File: src/hw/rtl/acctc_pkg.sv
// Shared types, constants and fixed-point helpers of the altitude climb throttle controller.
package acctc_pkg;

  localparam int unsigned AddrW = 5;
  localparam int unsigned DataW = 32;
  localparam int unsigned QmW   = 48;  // rounded Q16.16 product
  localparam int unsigned SumW  = 50;  // widest intermediate sum

  // register map, index = paddr[4:2]
  localparam logic [2:0] RegAltGain   = 3'd0;
  localparam logic [2:0] RegMaxClimb  = 3'd1;
  localparam logic [2:0] RegCruise    = 3'd2;
  localparam logic [2:0] RegClimbThr  = 3'd3;
  localparam logic [2:0] RegThrPgain  = 3'd4;
  localparam logic [2:0] RegThrIgain  = 3'd5;
  localparam logic [2:0] RegThrDgain  = 3'd6;
  localparam logic [2:0] RegPitchGain = 3'd7;

  localparam logic [30:0]        AltGainRst   = 31'd6554;
  localparam logic [30:0]        MaxClimbRst  = 31'd131072;
  localparam logic [16:0]        CruiseRst    = 17'd45875;
  localparam logic signed [31:0] ClimbThrRst  = 32'sd6554;
  localparam logic signed [31:0] ThrPgainRst  = 32'sd6554;
  localparam logic signed [31:0] ThrIgainRst  = 32'sd655;
  localparam logic signed [31:0] ThrDgainRst  = 32'sd0;
  localparam logic signed [31:0] PitchGainRst = 32'sd6554;

  localparam logic signed [32:0] IntBound     = 33'sd9830400;  // 150.0 in Q16.16
  localparam logic [13:0]        ThrFullScale = 14'd9600;
  localparam logic signed [SumW-1:0] ThrSatLimit = 50'sd65543;  // scaled value exceeds 9600

  typedef struct packed {
    logic signed [31:0] altitude_target;
    logic signed [31:0] pre_climb;
    logic signed [31:0] altitude_measured;
    logic signed [31:0] vertical_speed;
    logic signed [31:0] nav_pitch_offset;
  } in_req_t;

  typedef struct packed {
    logic signed [31:0] climb_target;
    logic [13:0]        throttle_command;
    logic signed [31:0] pitch_target;
    logic signed [31:0] altitude_error;
  } out_req_t;

  typedef struct packed {
    logic [30:0]        altitude_gain;
    logic [30:0]        max_climb_rate;
    logic [16:0]        cruise_throttle;
    logic signed [31:0] climb_throttle_gain;
    logic signed [31:0] throttle_pgain;
    logic signed [31:0] throttle_igain;
    logic signed [31:0] throttle_dgain;
    logic signed [31:0] pitch_climb_gain;
  } cfg_t;

  typedef enum logic [2:0] {
    MUL_ALT, MUL_INT, MUL_CLB, MUL_PCH, MUL_DER, MUL_PID
  } mul_sel_e;

  typedef enum logic [3:0] {
    ST_IDLE, ST_AE, ST_MALT, ST_WAIT1, ST_CLIMB, ST_ERR, ST_DERR,
    ST_MDER, ST_PITCH, ST_PID, ST_MPID, ST_WAIT2, ST_THR, ST_OUT
  } state_e;

  typedef struct packed {
    logic     ld_in;
    logic     ld_ae;
    logic     mul_en;
    mul_sel_e mul_sel;
    logic     ld_climb;
    logic     ld_err;
    logic     ld_derr;   // also updates previous error, integral and P+I sum
    logic     ld_thr_acc;
    logic     ld_pitch;
    logic     ld_pid;
    logic     ld_thr;
    logic     ld_out;
  } cmd_t;

  // saturate to signed 32 bits
  function automatic logic signed [31:0] sat32(input logic signed [SumW-1:0] v);
    logic signed [31:0] r;
    if (&v[SumW-1:31] || ~|v[SumW-1:31]) r = v[31:0];
    else if (v[SumW-1])                  r = 32'sh8000_0000;
    else                                 r = 32'sh7fff_ffff;
    return r;
  endfunction

  // Q16.16 product rounding: add half, floor shift
  function automatic logic signed [QmW-1:0] rnd_q16(input logic signed [63:0] p);
    logic signed [63:0] t;
    t = p + 64'sd32768;
    return t[63:16];
  endfunction

endpackage

File: src/hw/rtl/acctc_ctrl.sv
// Sequencer: steps one request through the datapath and owns both handshakes.
module acctc_ctrl (
  input  logic            clk_i,
  input  logic            rst_ni,
  input  logic            in_valid_i,
  output logic            in_ready_o,
  output logic            out_valid_o,
  input  logic            out_ready_i,
  output acctc_pkg::cmd_t cmd_o
);
  import acctc_pkg::*;

  state_e state_q, state_d;
  logic   out_valid_q, out_valid_d;
  logic   can_load;

  assign can_load = !out_valid_q || out_ready_i;

  always_ff @(posedge clk_i or negedge rst_ni) begin
    if (!rst_ni) begin
      state_q     <= ST_IDLE;
      out_valid_q <= 1'b0;
    end else begin
      state_q     <= state_d;
      out_valid_q <= out_valid_d;
    end
  end

  always_comb begin
    state_d       = state_q;
    cmd_o         = '0;
    cmd_o.mul_sel = MUL_ALT;
    in_ready_o    = 1'b0;
    unique case (state_q)
      ST_IDLE: begin
        in_ready_o  = 1'b1;
        cmd_o.ld_in = in_valid_i;
        if (in_valid_i) state_d = ST_AE;
      end
      ST_AE: begin
        cmd_o.ld_ae = 1'b1;
        state_d     = ST_MALT;
      end
      ST_MALT: begin
        cmd_o.mul_en = 1'b1;
        state_d      = ST_WAIT1;
      end
      ST_WAIT1: state_d = ST_CLIMB;
      ST_CLIMB: begin
        cmd_o.ld_climb = 1'b1;
        cmd_o.mul_en   = 1'b1;
        cmd_o.mul_sel  = MUL_INT;
        state_d        = ST_ERR;
      end
      ST_ERR: begin
        cmd_o.ld_err  = 1'b1;
        cmd_o.mul_en  = 1'b1;
        cmd_o.mul_sel = MUL_CLB;
        state_d       = ST_DERR;
      end
      ST_DERR: begin
        cmd_o.ld_derr = 1'b1;
        cmd_o.mul_en  = 1'b1;
        cmd_o.mul_sel = MUL_PCH;
        state_d       = ST_MDER;
      end
      ST_MDER: begin
        cmd_o.ld_thr_acc = 1'b1;
        cmd_o.mul_en     = 1'b1;
        cmd_o.mul_sel    = MUL_DER;
        state_d          = ST_PITCH;
      end
      ST_PITCH: begin
        cmd_o.ld_pitch = 1'b1;
        state_d        = ST_PID;
      end
      ST_PID: begin
        cmd_o.ld_pid = 1'b1;
        state_d      = ST_MPID;
      end
      ST_MPID: begin
        cmd_o.mul_en  = 1'b1;
        cmd_o.mul_sel = MUL_PID;
        state_d       = ST_WAIT2;
      end
      ST_WAIT2: state_d = ST_THR;
      ST_THR: begin
        cmd_o.ld_thr = 1'b1;
        state_d      = ST_OUT;
      end
      ST_OUT: begin
        cmd_o.ld_out = can_load;
        if (can_load) state_d = ST_IDLE;
      end
      default: state_d = ST_IDLE;
    endcase
  end

  always_comb begin
    if (cmd_o.ld_out)     out_valid_d = 1'b1;
    else if (out_ready_i) out_valid_d = 1'b0;
    else                  out_valid_d = out_valid_q;
  end

  assign out_valid_o = out_valid_q;

  // a waiting result is never overwritten
  a_no_overwrite: assert property (@(posedge clk_i) disable iff (!rst_ni)
    cmd_o.ld_out |-> (!out_valid_q || out_ready_i))
    else $error("result register overwritten while still pending");

  // an accepted request starts the sequence
  a_accept_starts: assert property (@(posedge clk_i) disable iff (!rst_ni)
    (in_valid_i && in_ready_o) |=> (state_q == ST_AE))
    else $error("accepted request did not start the sequence");

  // loop state only moves once per request, after the error is known
  a_state_update: assert property (@(posedge clk_i) disable iff (!rst_ni)
    cmd_o.ld_derr |-> ($past(cmd_o.ld_err) && $past(state_q, 6) == ST_IDLE))
    else $error("loop state updated out of sequence");

  // a result is dropped only when taken
  a_result_held: assert property (@(posedge clk_i) disable iff (!rst_ni)
    $fell(out_valid_q) |-> $past(out_ready_i))
    else $error("result withdrawn without being taken");

endmodule

File: config.mk
export PLATFORM = sky130hd
export DESIGN_NAME = acctc_ctrl
export DESIGN_NICKNAME = d
export VERILOG_FILES = /design/src/hw/rtl/acctc_pkg.sv /design/src/hw/rtl/acctc_ctrl.sv
export SDC_FILE = /design/constraint.sdc
export NUM_CORES = 1
export LEC_CHECK = 0
export ABC_AREA = 1
export BUFFER_PORTS_ARGS = -buffer_cell sky130_fd_sc_hd__buf_2
export CORE_AREA = 2 2 39 41
export CTS_CLUSTER_SIZE = 16
export DETAILED_ROUTE_END_ITERATION = 6
export DIE_AREA = 0 0 41 43
export PLACE_DENSITY = 0.64
export SETUP_SLACK_MARGIN = 0.3
export SLEW_MARGIN = 20
export SYNTH_ARGS = -nofsm -noshare
export SYNTH_HDL_FRONTEND = slang
export SYNTH_SLANG_ARGS = --single-unit
File: constraint.sdc
create_clock -name clk_i -period 1.2 [get_ports clk_i]
set_input_delay 0.18 -clock clk_i [delete_from_list [all_inputs] [get_ports clk_i]]
set_output_delay 0.18 -clock clk_i [all_outputs]
set_load 0.02 [all_outputs]
==> Word level (Yosys, flattened, before mapping) <==
Cells that the tools add are included.
{ "totals": {"reg_bits": 5, "input_bits": 4, "out_inout_bits": 16, "elab_cells": 41} }
{ "classes": {"eq_ne": 15, "mux": 18, "reduce_logical": 6} }
{ "ops": {"columns": ["operator", "n"], "rows": [
  ["4-bit one-hot mux with 14 select lines", 1],
  ["4-bit equality test, second input constant", 6],
  ["4-bit by 3-bit equality test with 1-bit output, second input constant", 4],
  ["3-bit one-hot mux with 5 select lines", 1],
  ["1-bit two-way mux", 14],
  ["4-bit by 2-bit equality test with 1-bit output, second input constant", 2],
  ["4-bit two-way mux", 2],
  ["6-bit OR reduction", 1],
  ["4-bit by 1-bit equality test with 1-bit output, second input constant", 1],
  ["4-bit zero test", 1],
  ["2-bit inequality test, second input constant", 2],
  ["2-bit AND reduction", 1],
  ["2-bit nonzero test", 1],
  ["1-bit zero test", 1],
  ["1-bit logical OR", 1]
]} }

==> Longest topological paths before layout <==
Gate-level depths: netlist (run 1).
{ "depth": {"depth_word": 4, "ltp_mapped": 6, "ltp_nobuf": 6} }

==> Worst setup path before layout (run 1) <==
Ideal clock, no wire load.
{ "synth_path": {"path_type": "register to output", "from": "reg state_q[0]", "to": "out cmd_o[11] in the netlist's numbering", "t_arrival_ps": 1091, "required_time_ps": 1020, "path_slack_ps": -71, "stages_incl_launch_ff": 4, "n_path_buf": 0, "cell_sequence": "dfrtp_1 nor2_1 inv_1 o21ai_0"} }
{ "synth_rtl": {"columns": ["item", "line", "text"], "rows": [
  ["from (decl)", "acctc_ctrl.sv:13", "state_e state_q, state_d;"],
  ["from (signal assigned)", "acctc_ctrl.sv:24", "state_q <= state_d;"],
  ["to (decl)", "acctc_ctrl.sv:9", "output acctc_pkg::cmd_t cmd_o"]
]} }

==> run summary, run 1 <==
The run finished, with violations left. The checks that failed: setup timing. In the post-synthesis netlist, the biggest area contributors are sky130_fd_sc_hd__dfrtp_1 33%, sky130_fd_sc_hd__nor2_1 17%, sky130_fd_sc_hd__inv_1 14%. The post-route non-filler standard cell count is 112.

The number of synthesized flops with an enable pin came out at 0. Walking the worst path, the cells encountered are inv_2, nand2_4, nor2_4, inv_2, nor2_1, buf_4. By startpoint and endpoint, the worst setup path is classified as flop to output pin.

The delay of the slowest cell on the worst path is 0.42 ns. The first-pass GRT wire length came out at 1800 um. The count of fill cells added during filler insertion came out at 110. STA classifies the critical path endpoint as an output pin. The hold violation total from the final report is 0.

The instance area at placement is 583 um^2. The CTS clock-pin slew for the worst setup and hold paths is 0.04 ns. The area of the placeable core came out at 1380 um^2. Setup repair after global routing could not meet its margin everywhere.

The number of sinks driven by the clock tree is 5. The relative area change from synthesis to final layout came out at 125%. During placement, the flow inserted port buffers numbering 19.

The largest driver fanout on the critical path is 4. The number of antenna diodes in the final layout is 0. The shortest clock period the worst path allows after layout is 1.44 ns. The number of levels in the clock H-tree came out at 1. The die footprint came out at 1760 um^2.

Of the total power, the share spent switching nets is 0.528. The max-cap check violation count is 0. The tightest min-delay check is of the input pin to flop type. The commonest cells after synthesis are 17 x sky130_fd_sc_hd__nor2_1, 14 x sky130_fd_sc_hd__inv_1, 9 x sky130_fd_sc_hd__nand2_1. The synthesized netlist occupies a cell area of 383 um^2. The die is 41 um wide. In the synthesized netlist the dominant register cell turns out to be sky130_fd_sc_hd__dfrtp_1.

VDD sags by at most 1210 uV. The least setup slack across all paths after layout is -0.244 ns. The post-synthesis register bit count came out at 5. The switching power summed over all nets is 0.00133 W. The arrival time of data at the critical path endpoint is 1.26 ns. For this run, the register share of the synthesized area comes to 0.327. Of the post-synthesis cell area, the dominant cell type holds 0.327. The maximum buffer depth of the clock tree is 2. The clock root buffer master is sky130_fd_sc_hd__clkbuf_4. The average cell area after synthesis came out at 6.08 um^2. The number of antenna violations at the first check in global routing is 0. Among the stages of the critical path, the cell type that occurs most often is sky130_fd_sc_hd__inv_2. In the finished design, the share of the clock period the worst path needs comes to 1.20.

The CTS tree is yes. Of the total power, combinational logic draws 0.753. The total power divided by cell area is 2920 nW/um^2. Routability-driven placement finished with a final weighted congestion of 0.793. For this design, the slowest cell found on the critical path is sky130_fd_sc_hd__dfrtp_1.

Of the total power, the clock network draws 0.075. The final wirelength came out at 1260 um. The critical path data required time is 1.02 ns. The cell-internal power is 0.00119 W. The leakage component of the power came out at 0.445 nW.

Among all cell types in the netlist, the one instantiated most often is sky130_fd_sc_hd__nor2_1. The clock arrives with 0.00238 ns of skew. In the final routed layout, each cell accounts on average for 11.2 um.

The first-pass detailed-route iteration total came out at 4. After synthesis, the share of flip-flops with an asynchronous set or reset is 1.00. After synthesis, the netlist uses 13 different library cells.

The number of design rule violations left after detail routing is 0. The overall track demand over capacity in global routing came out at 0.152. The final number of setup-violating endpoints is 15. After detailed routing, the number of vias per cell comes to 4.63. During I/O placement, the number of pins put on the boundary was 20. Of all cell types, the one taking the most synthesized area is sky130_fd_sc_hd__dfrtp_1. The largest net degree at the start of global routing came out at 8. The number of global-route vias before repair is 457. The type of origin of the critical path is a flop.

The tightest hold path in the finished design has a slack of 0.136 ns. At the pin with the least slew margin, the transition time is 0.229 ns. The number of instances in the synthesized netlist came out at 63. In the final layout, the share of cells above drive strength 1 is 0.792. The count of yosys warnings during synthesis came out at 0. The residual antenna-violating net count after detailed routing came out at 0. The total number of vias came out at 519.

From bottom edge to top edge, the die measures 43 um. The core occupancy in the finished layout came out at 0.621. The number of pins exceeding their max-slew limit in the final report is 0. The number of nets in the synthesized netlist is 67. The floorplan has 14 rows.

The number of DRC violations after detailed-routing iteration 0 came out at 4. The CTS buffer count came out at 3. The headroom to the max-slew limit came out at 0.846.

The clock network latency to the later pin of the worst-skew pair came out at 0.24 ns. The highest achievable clock rate came out at 693 MHz. The effective utilization at floorplan is 0.277. The final non-filler cell area came out at 860 um^2. The total congestion overflow after global routing came out at 0. Of the total power, registers draw 0.171. The cell total after placement is 97.

The HPWL after detailed placement is 841 um. The net total in the final layout is 101.
==> stage by stage <==
stage	setup TNS, ns	total power, W	setup WS [ns]
floorplan	0	0.00132	0.112
global placement	0	0.00159	0.00388
detailed placement	-0.00280	0.00160	-0.00280
CTS	-2.71	0.00219	-0.242
global route	-3.91	0.00268	-0.309
finish	-2.96	0.00251	-0.244
==> layout by cell type, fill, tap and decap left out <==
cell type                       count
sky130_fd_sc_hd__buf_6             13
sky130_fd_sc_hd__buf_4             11
sky130_fd_sc_hd__nor2_4            10
sky130_fd_sc_hd__inv_2              9
sky130_fd_sc_hd__nand2_4            7
sky130_fd_sc_hd__nor2_1             7
sky130_fd_sc_hd__buf_2              5
sky130_fd_sc_hd__nand2_2            4
sky130_fd_sc_hd__inv_4              3
sky130_fd_sc_hd__nand2_1            3
sky130_fd_sc_hd__clkbuf_4           3
sky130_fd_sc_hd__dfrtp_2            3
sky130_fd_sc_hd__nor2_2             2
sky130_fd_sc_hd__o21ai_2            2
sky130_fd_sc_hd__inv_1              2
sky130_fd_sc_hd__dfrtp_1            2
sky130_fd_sc_hd__clkinv_4           1
sky130_fd_sc_hd__nand2_8            1
sky130_fd_sc_hd__nand3_4            1
sky130_fd_sc_hd__nand4_1            1
sky130_fd_sc_hd__o21ai_1            1
sky130_fd_sc_hd__o21ai_0            1
sky130_fd_sc_hd__a21oi_2            1
sky130_fd_sc_hd__nand3_1            1
sky130_fd_sc_hd__clkbuf_1           1
sky130_fd_sc_hd__dlygate4sd3_1      1
==> final timing paths <==
check | startpoint | endpoint | slack, ns | cells past startpoint
setup / recovery | state_q[1] | cmd_o[0] | -0.24 | 6
hold / removal | out_ready_i | out_valid_o | 0.14 | 2
setup reg to reg | state_q[1] | state_q[3] | 0.03 | 6
hold reg to reg | out_valid_o | out_valid_o | 0.55 | 2
max in group asynchronous | rst_ni | state_q[3] | 0.78 | 2
min in group asynchronous | rst_ni | out_valid_o | 0.27 | 2
==> critical path: cells and delay by family (launching register included) <==
kind / cells / cell delay (ns)
AND/OR/NAND/NOR: 3 / 0.28
buffers and inverters: 3 / 0.33
flip-flops: 1 / 0.42
==> per-layer routing <==
metal / wire (um) / GRT usage / part of all wire / vias up
met5: 0 / 0 / 0 / -
met4: 0 / 0.0800 / 0 / 0
li1: - / - / - / 257
met2: 752 / 0.278 / 0.60 / 13
met3: 47 / 0.0157 / 0.037 / 0
met1: 456 / 0.151 / 0.36 / 249
==> power groups by stage <==
stage	clock [W]	combinational, W	sequential, W
final	0.000189	0.00189	0.000431
after global routing	0.000207	0.00203	0.000442
after CTS	0.000199	0.00159	0.000399
after detailed placement	0	0.00122	0.000384
after global placement	0	0.00121	0.000379
after floorplan	0	0.000948	0.000375
==> kinds of logic after synthesis <==
logic type,count (synthesis),synth area share
flip-flops,5,0.327
buffers and inverters,16,0.167
AND/OR/NAND/NOR,37,0.441
AO/OA/AOI/OAI,5,0.0653
==> sequential cells by signal (all words and copies together) (netlist names) <==
| name | cells |
|---|---|
| state_q | 4 |
| out_valid_o | 1 |
==> repair_timing <==
| action | in CTS | in global routing |
|---|---|---|
| buffers inserted | 5 | 5 |
| hold buffers | 1 | 0 |
| pin swaps | 5 | 5 |
| resized for setup | 33 | 21 |
| hold endpoints to repair | 5 | 0 |
| endpoints found under the setup margin | 21 | 21 |
==> area by class of cell <==
class | count | area, um^2 | share of cell area
multi-input cells | 42 | 352 | 0.409
well taps | 16 | 20.0 | 0.0233
inverters | 15 | 68.8 | 0.0801
repair buffers | 30 | 264 | 0.307
clock buffers | 4 | 26.3 | 0.0306
flip-flops and latches | 5 | 129 | 0.150
No activity file was read; power rests on OpenSTA's default activity.
==> inputs of run 2 (changes only) <==
--- a/config.mk
+++ b/config.mk
@@ -7,10 +7,10 @@
 export LEC_CHECK = 0
 export ABC_AREA = 1
 export BUFFER_PORTS_ARGS = -buffer_cell sky130_fd_sc_hd__buf_2
-export CORE_AREA = 2 2 39 41
+export CORE_AREA = 3 3 40 42
 export CTS_CLUSTER_SIZE = 16
 export DETAILED_ROUTE_END_ITERATION = 6
-export DIE_AREA = 0 0 41 43
+export DIE_AREA = 0 0 43 45
 export PLACE_DENSITY = 0.64
 export SETUP_SLACK_MARGIN = 0.3
 export SLEW_MARGIN = 20
==> constraint.sdc (replaced) <==
create_clock -name clk_i -period 1.7 [get_ports clk_i]
set_input_delay 0.255 -clock clk_i [delete_from_list [all_inputs] [get_ports clk_i]]
set_output_delay 0.255 -clock clk_i [all_outputs]
set_load 0.02 [all_outputs]
==> run 2 against run 1 <==
  * The flow now finishes without violations
  * Core utilization down 15 points
  * Largest cell class unchanged
  * Sequential power down 38%
  * Highest routed layer unchanged
  * Critical path type unchanged
  * Die area up 9.8%
  * Register-to-register slack better by 0.56 ns
==> run summary, run 2 (synthesized netlist as in run 1, its figures left out) <==
The flow ran to the end, and the final reports show no timing, DRC or antenna violations. The minimum setup slack after placement came out at 0.434 ns. The detailed-route wire length per cell is 8.89 um.

The total power divided by cell area came out at 1990 nW/um^2. The largest driver fanout on the critical path is 4. The final wirelength came out at 907 um. In the layout the commonest cells are 13 x sky130_fd_sc_hd__nor2_1, 10 x sky130_fd_sc_hd__buf_4, 9 x sky130_fd_sc_hd__inv_1, 9 x sky130_fd_sc_hd__buf_2. The number of global-route vias before repair came out at 362.

The peak supply drop came out at 841 uV. For this run, the number of standard cells in the final layout without fillers is 102. In the final timing run, aggregate negative setup slack is 0 ns. TritonCTS created 3 clock buffers. After layout, the worst setup slack is 0.218 ns. The signal on the critical path passes through inv_2, nand2_2, nor2_4, inv_1, nor2_1, buf_4. The number of pins exceeding their max-slew limit in the final report is 0. The slew at the pin closest to its max-slew limit is 0.178 ns. On the final layout, the worst clock skew is 0.00381 ns. The area growth from synthesis to layout is 56.5%. The floorplan row count is 13. The tightest min-delay check is of the input pin to flop type. The worst setup path is launched from a flop. The largest net degree at the start of global routing is 8. The number of vias per cell after detailed routing came out at 4.19.

The hold violation total from the final report came to 0. The critical path runs through a total of 6 cells. The worst register-to-register path ends at state_q[2].

The max-cap check violation count is 0. Detailed placement finished with a half-perimeter wire length of 741 um. The most common cell after layout, fill and taps aside is sky130_fd_sc_hd__nor2_1.

Ranked by flip-flop count, first place goes to state_q. The number of antenna violations at the first check in global routing came out at 0. The register with the most flip-flops in the layout has 4 of them. The total congestion overflow after global routing is 0. The residual antenna-violating net count after detailed routing is 0.

The count of input and output buffers came out at 19. The effective utilization at floorplan came out at 0.298. The slowest stage of the critical path belongs to the cell sky130_fd_sc_hd__dfrtp_1. The total number of vias is 427.

The cell count of the worst reg-to-reg path is 7. Setup repair after global routing could not meet its margin everywhere. TritonCTS built the clock tree. The number of sinks driven by the clock tree came out at 5. The highest achievable clock rate is 675 MHz.

The number of levels in the clock H-tree is 1. The first-pass detailed-route iteration total is 4. The critical path is of the flop to output pin type. The total power draw came out at 0.00119 W.

The most critical setup path has its endpoint at cmd_o[0]. The maximum buffer depth of the clock tree is 2. Counting tap cells, the placed design contains a total of 96 instances. At the worst endpoint, the required time is 1.44 ns. For this design the top-level I/O count stands at 20. The smallest clock period supported by the final layout is computed as 1.48 ns. Together, buffers and inverters on the worst path number 3.

For this design the static power due to leakage is 0.358 nW. The cell type group with the largest total delay on the critical path is flip-flops. The clock network latency to the later pin of the worst-skew pair is 0.24 ns.

The first global-routing pass estimated 1450 um of wire. The global placement routability congestion came out at 0.762. STA classifies the critical path endpoint as an output pin.

The first routing iteration left 5 violations. The final worst hold slack is 0.239 ns. The x dimension of the die came out at 43 um. The share of layout cells above drive strength 1 came out at 0.517. The launching element of the worst setup path is state_q[1]. After clock tree synthesis, the clock-pin slew on the worst setup and hold paths is 0.04 ns. The arrival time of data at the critical path endpoint is 1.23 ns. The final number of setup-violating endpoints came out at 0. The net count of the finished layout is 92. The overall track demand over capacity in global routing came out at 0.103. The die footprint came out at 1940 um^2. Setup slack on the worst reg-to-reg path comes out at 0.59 ns. In this run the standard cell core region covers 1280 um^2. After detailed routing, the number of remaining DRC violations is 0. On the worst path, the slowest cell contributes a delay of 0.42 ns. The number of diodes is 0. Measured against its own limit, the worst slew margin works out to 0.881. The beginning of the worst register-to-register path is state_q[3]. The period utilization came out at 0.872. The floorplan step set the die height to 45 um. The root buffer cell chosen for the clock tree is sky130_fd_sc_hd__clkbuf_4.
run 2: changes by cell type in the layout (fill, tap and decap cells not counted), sizes merged:
cell,previous run,this run
clkinv,1,0
buf,29,20
inv,14,15
run 2: area by class of cell:
cell class	count	area, um^2
multi-input cells	42	229
inverters	15	56.3
flip-flops and latches	5	128
fillers	135	686
well taps	15	18.8
repair buffers	21	141
clock buffers	4	26.3
run 2: report_power, final:
group,internal (W),switching [W],total [W]
registers,0.000180,0.0000881,0.000268
clock network,0.0000885,0.0000443,0.000133
logic,0.000287,0.000507,0.000794
run 2: worst min path at each step:
| stage | startpoint | end | slack (ns) | depth (start not counted) |
|---|---|---|---|---|
| floorplan | rst_ni | out_valid_o | -0.04 | 0 |
| global placement | rst_ni | out_valid_o | 0.07 | 1 |
| detailed placement | rst_ni | out_valid_o | 0.07 | 1 |
| CTS | out_ready_i | out_valid_o | 0.23 | 2 |
| global route | out_ready_i | out_valid_o | 0.25 | 2 |
| finish | out_ready_i | out_valid_o | 0.24 | 2 |
run 2: worst reg2reg max path: stages, from the launching register on:
cell and delay, ns:
sky130_fd_sc_hd__dfrtp_1 0.40, sky130_fd_sc_hd__inv_2 0.14, sky130_fd_sc_hd__nor2_4 0.06, sky130_fd_sc_hd__buf_4 0.13, sky130_fd_sc_hd__nand2_1 0.05, sky130_fd_sc_hd__nand2_1 0.04, sky130_fd_sc_hd__nor2_1 0.09, sky130_fd_sc_hd__nand3_1 0.07
run 2: per-layer routing:
| metal | up-vias | global-route usage | part of all wire |
|---|---|---|---|
| met2 | 11 | 0.168 | 0.53 |
| met3 | 0 | 0.0120 | 0.057 |
| met1 | 184 | 0.120 | 0.41 |
| li1 | 232 | - | - |
| met4 | 0 | 0.0904 | 0 |
| met5 | - | 0 | 0 |
run 2: repair_timing:
action | 4_1_cts | 5_1_grt
resized for setup | 14 | 14
hold buffers | 1 | 0
setup endpoints to repair | 15 | 15
pin swaps | 1 | 5
endpoints found under the hold margin | 5 | 0
setup buffers | 0 | 1
run 2: stage by stage:
step / utilization / area (um^2)
after floorplan: - / 383
after global placement: 0.381 / 489
after detailed placement: 0.381 / 489
after CTS: 0.434 / 558
after global routing: 0.466 / 599
final: 0.466 / 599
==> inputs of run 3 (changes only) <==
--- a/config.mk
+++ b/config.mk
@@ -11,6 +11,7 @@
 export CTS_CLUSTER_SIZE = 16
 export DETAILED_ROUTE_END_ITERATION = 6
 export DIE_AREA = 0 0 43 45
+export GPL_TIMING_DRIVEN = 0
 export PLACE_DENSITY = 0.64
 export SETUP_SLACK_MARGIN = 0.3
 export SLEW_MARGIN = 20
==> run 3 against run 2 <==
  * Clock skew is 0.0035 ns lower
  * Clock-buffer cell count unchanged
  * Non-clock buffer count up 5
  * Critical path depth is 1 higher
  * Cell area grew 14%
  * Largest cell class unchanged
  * Sequential cell count did not move
  * Power up 14%
  * Cell count grew 4.9%
  * Critical path type unchanged
  * Hold slack lost 0.015 ns
  * Via count is 7.5% higher
==> run summary, run 3 (synthesized netlist as in run 1, its figures left out) <==
The run finished with clean final reports. After routing, the total negative slack on setup checks comes to 0 ns. The cell-internal power came out at 0.000653 W.

For the worst flop-to-flop path, the logic depth is 7. Setup slack on the worst reg-to-reg path comes out at 0.53 ns. The instance area at placement is 497 um^2. In this run the number of H-tree levels came out at 1. The residual antenna-violating net count after detailed routing is 0. For this block, wires on met1 add up to 422 um.

The clock reaches the later pin of the worst-skew pair after 0.24 ns. Data on the critical path arrives at its endpoint at 1.29 ns. The top layer used by detailed routing is met4. For this design the static power due to leakage is 0.401 nW. Across the VDD grid, the largest voltage drop is 802 uV. Leaving out filler cells and counting taps, the final layout contains 107. The detailed-route wire length per cell is 10.2 um.

The combinational group share of total power came out at 0.707. The number of sinks driven by the clock tree came out at 5. The endpoint identified for the worst register-to-register timing path is state_q[2].

The core occupancy in the finished layout came out at 0.531. The die footprint is 1940 um^2. The vertical extent of the die is 45 um. Entering global routing, the biggest net connects 8 pins. After clock tree synthesis, the clock-pin slew on the worst setup and hold paths is 0.04 ns.

The most critical setup path has its endpoint at cmd_o[0]. The maximum buffer depth of the clock tree came out at 2. In this run the count of I/O pins placed on the die edge is 20. In the final layout, the share of cells above drive strength 1 is 0.543.

The path class of the tightest hold or removal check is input pin to flop. The floorplan row count came out at 13. The CTS tree is yes. The final non-filler cell area is 682 um^2.

The clock root buffer master is sky130_fd_sc_hd__clkbuf_4. The number of design rule violations left after detail routing came out at 0. The area of the placeable core came out at 1280 um^2.

The worst hold path begins at out_ready_i. The hold violation total from the final report came to 0. The number of antenna violations at the first check in global routing came to 0. The headroom to the max-slew limit came out at 0.885. The clock tree skew after final layout is 0.000288 ns. The shortest clock period the worst path allows after layout came out at 1.54 ns.

The register with the most flip-flops is state_q. The number of pins exceeding their max-slew limit in the final report came to 0. The effective utilization at floorplan came out at 0.298. The share of power burned in the clock network came out at 0.098. Along the worst path, the maximum fanout reaches 3. The first-pass detailed-route iteration total is 2. The critical path is of the flop to output pin type.

The CTS buffer count came out at 3. The max-cap check violation count came out at 0. The relative area change from synthesis to final layout is 78.1%. Summed over all nets, the switching power comes to 0.000713 W. After the last flow step, the layout net total stands at 97.

The top cell types in the final layout, fill and taps aside, are 10 x sky130_fd_sc_hd__inv_1, 10 x sky130_fd_sc_hd__nor2_1, 10 x sky130_fd_sc_hd__buf_2. The global placement routability congestion is 0.773. The slew at the pin closest to its max-slew limit came out at 0.172 ns.

The kind of capture point of the worst setup path is an output pin. The total number of vias came out at 459. The routed design uses 37 um of met3 wire.

The half-perimeter wire length after placement is 735 um. For the worst setup path, the data required time is 1.44 ns. The final wirelength came out at 1100 um. The met2 layer wire length in the routed design came out at 593 um. Including well taps, the total number of placed cells is 97. The total power draw came out at 0.00137 W. Setup repair after global routing could not meet its margin everywhere.

The overall track demand over capacity in global routing is 0.115. The sequential share of power came out at 0.195. The count of fill cells added during filler insertion came out at 125. The flip-flop count of the largest register after layout is 4. The net switching fraction of the power came out at 0.522.

The first-pass GRT wire length came out at 1610 um. The highest achievable clock rate is 648 MHz. The number of DRC violations after detailed-routing iteration 0 is 4. Using the TritonRoute via totals, the vias-per-cell ratio works out to 4.29. STA classifies the critical path startpoint as a flop. In this run the horizontal extent of the chip is 43 um. The period utilization is 0.908. The total congestion overflow after global routing came out at 0. The final number of setup-violating endpoints came out at 0.

The launching element of the worst setup path is state_q[1]. In this run the power density over the cells is 2000 nW/um^2. The count of input and output buffers is 19.

The number of global-route vias before repair came to 425. In this run the critical register-to-register path is launched from state_q[2]. The number of diodes is 0.
-- run 3: cell types whose count changed in the layout (fill, tap and decap cells not counted), sizes merged --
cell,before,now
buf,20,25
-- run 3: per-layer routing --
metal / global-route usage / vias to the layer above
li1: - / 242
met1: 0.118 / 202
met2: 0.180 / 11
met3: 0.0319 / 4
met4: 0.127 / 0
met5: 0 / -
-- run 3: what timing repair did --
| action | 4_1_cts | 5_1_grt |
|---|---|---|
| resized for setup | 16 | 22 |
| hold buffers | 1 | 0 |
| hold endpoints to repair | 5 | 0 |
| setup endpoints to repair | 15 | 15 |
| setup buffers | 4 | 1 |
| pin swaps | 3 | 3 |
-- run 3: critical path, cell delays in order (launching register included) --
cell and delay [ns]:
sky130_fd_sc_hd__dfrtp_1 0.41, sky130_fd_sc_hd__inv_2 0.12, sky130_fd_sc_hd__nand2_4 0.07, sky130_fd_sc_hd__nor2_4 0.12
sky130_fd_sc_hd__inv_2 0.04, sky130_fd_sc_hd__nor2_1 0.08, sky130_fd_sc_hd__buf_4 0.11, sky130_fd_sc_hd__buf_6 0.10
-- run 3: how the worst min path moves through the flow --
stage / to / slack, ns / cells after the start
final: out_valid_o / 0.22 / 2
after CTS: out_valid_o / 0.22 / 2
after global routing: out_valid_o / 0.23 / 2
after floorplan: out_valid_o / -0.04 / 0
after detailed placement: out_valid_o / 0.07 / 1
after global placement: out_valid_o / 0.07 / 1
-- run 3: layout make-up --
cell class	instances	area (um^2)	share of cell area
plain buffers	1	7.51	0.0110
inverters	15	56.3	0.0826
clock buffers	4	26.3	0.0385
flip-flops and latches	5	128	0.187
well taps	15	18.8	0.0275
multi-input cells	42	246	0.361
repair buffers	25	199	0.292
-- run 3: power groups by stage --
stage                     Clock (W)  Combinational [W]  Sequential (W)
after detailed placement          0           0.000675        0.000239
after global routing       0.000147            0.00105        0.000274
after global placement            0           0.000672        0.000238
final                      0.000134           0.000965        0.000267
after floorplan                   0           0.000494        0.000233
after CTS                  0.000144           0.000794        0.000255
-- run 3: metrics by stage --
step / setup slack (ns) / hold WS, ns
floorplan: 0.354 / -0.0406
global placement: 0.334 / 0.0696
detailed placement: 0.337 / 0.0706
CTS: 0.163 / 0.217
global route: 0.107 / 0.233
finish: 0.156 / 0.224
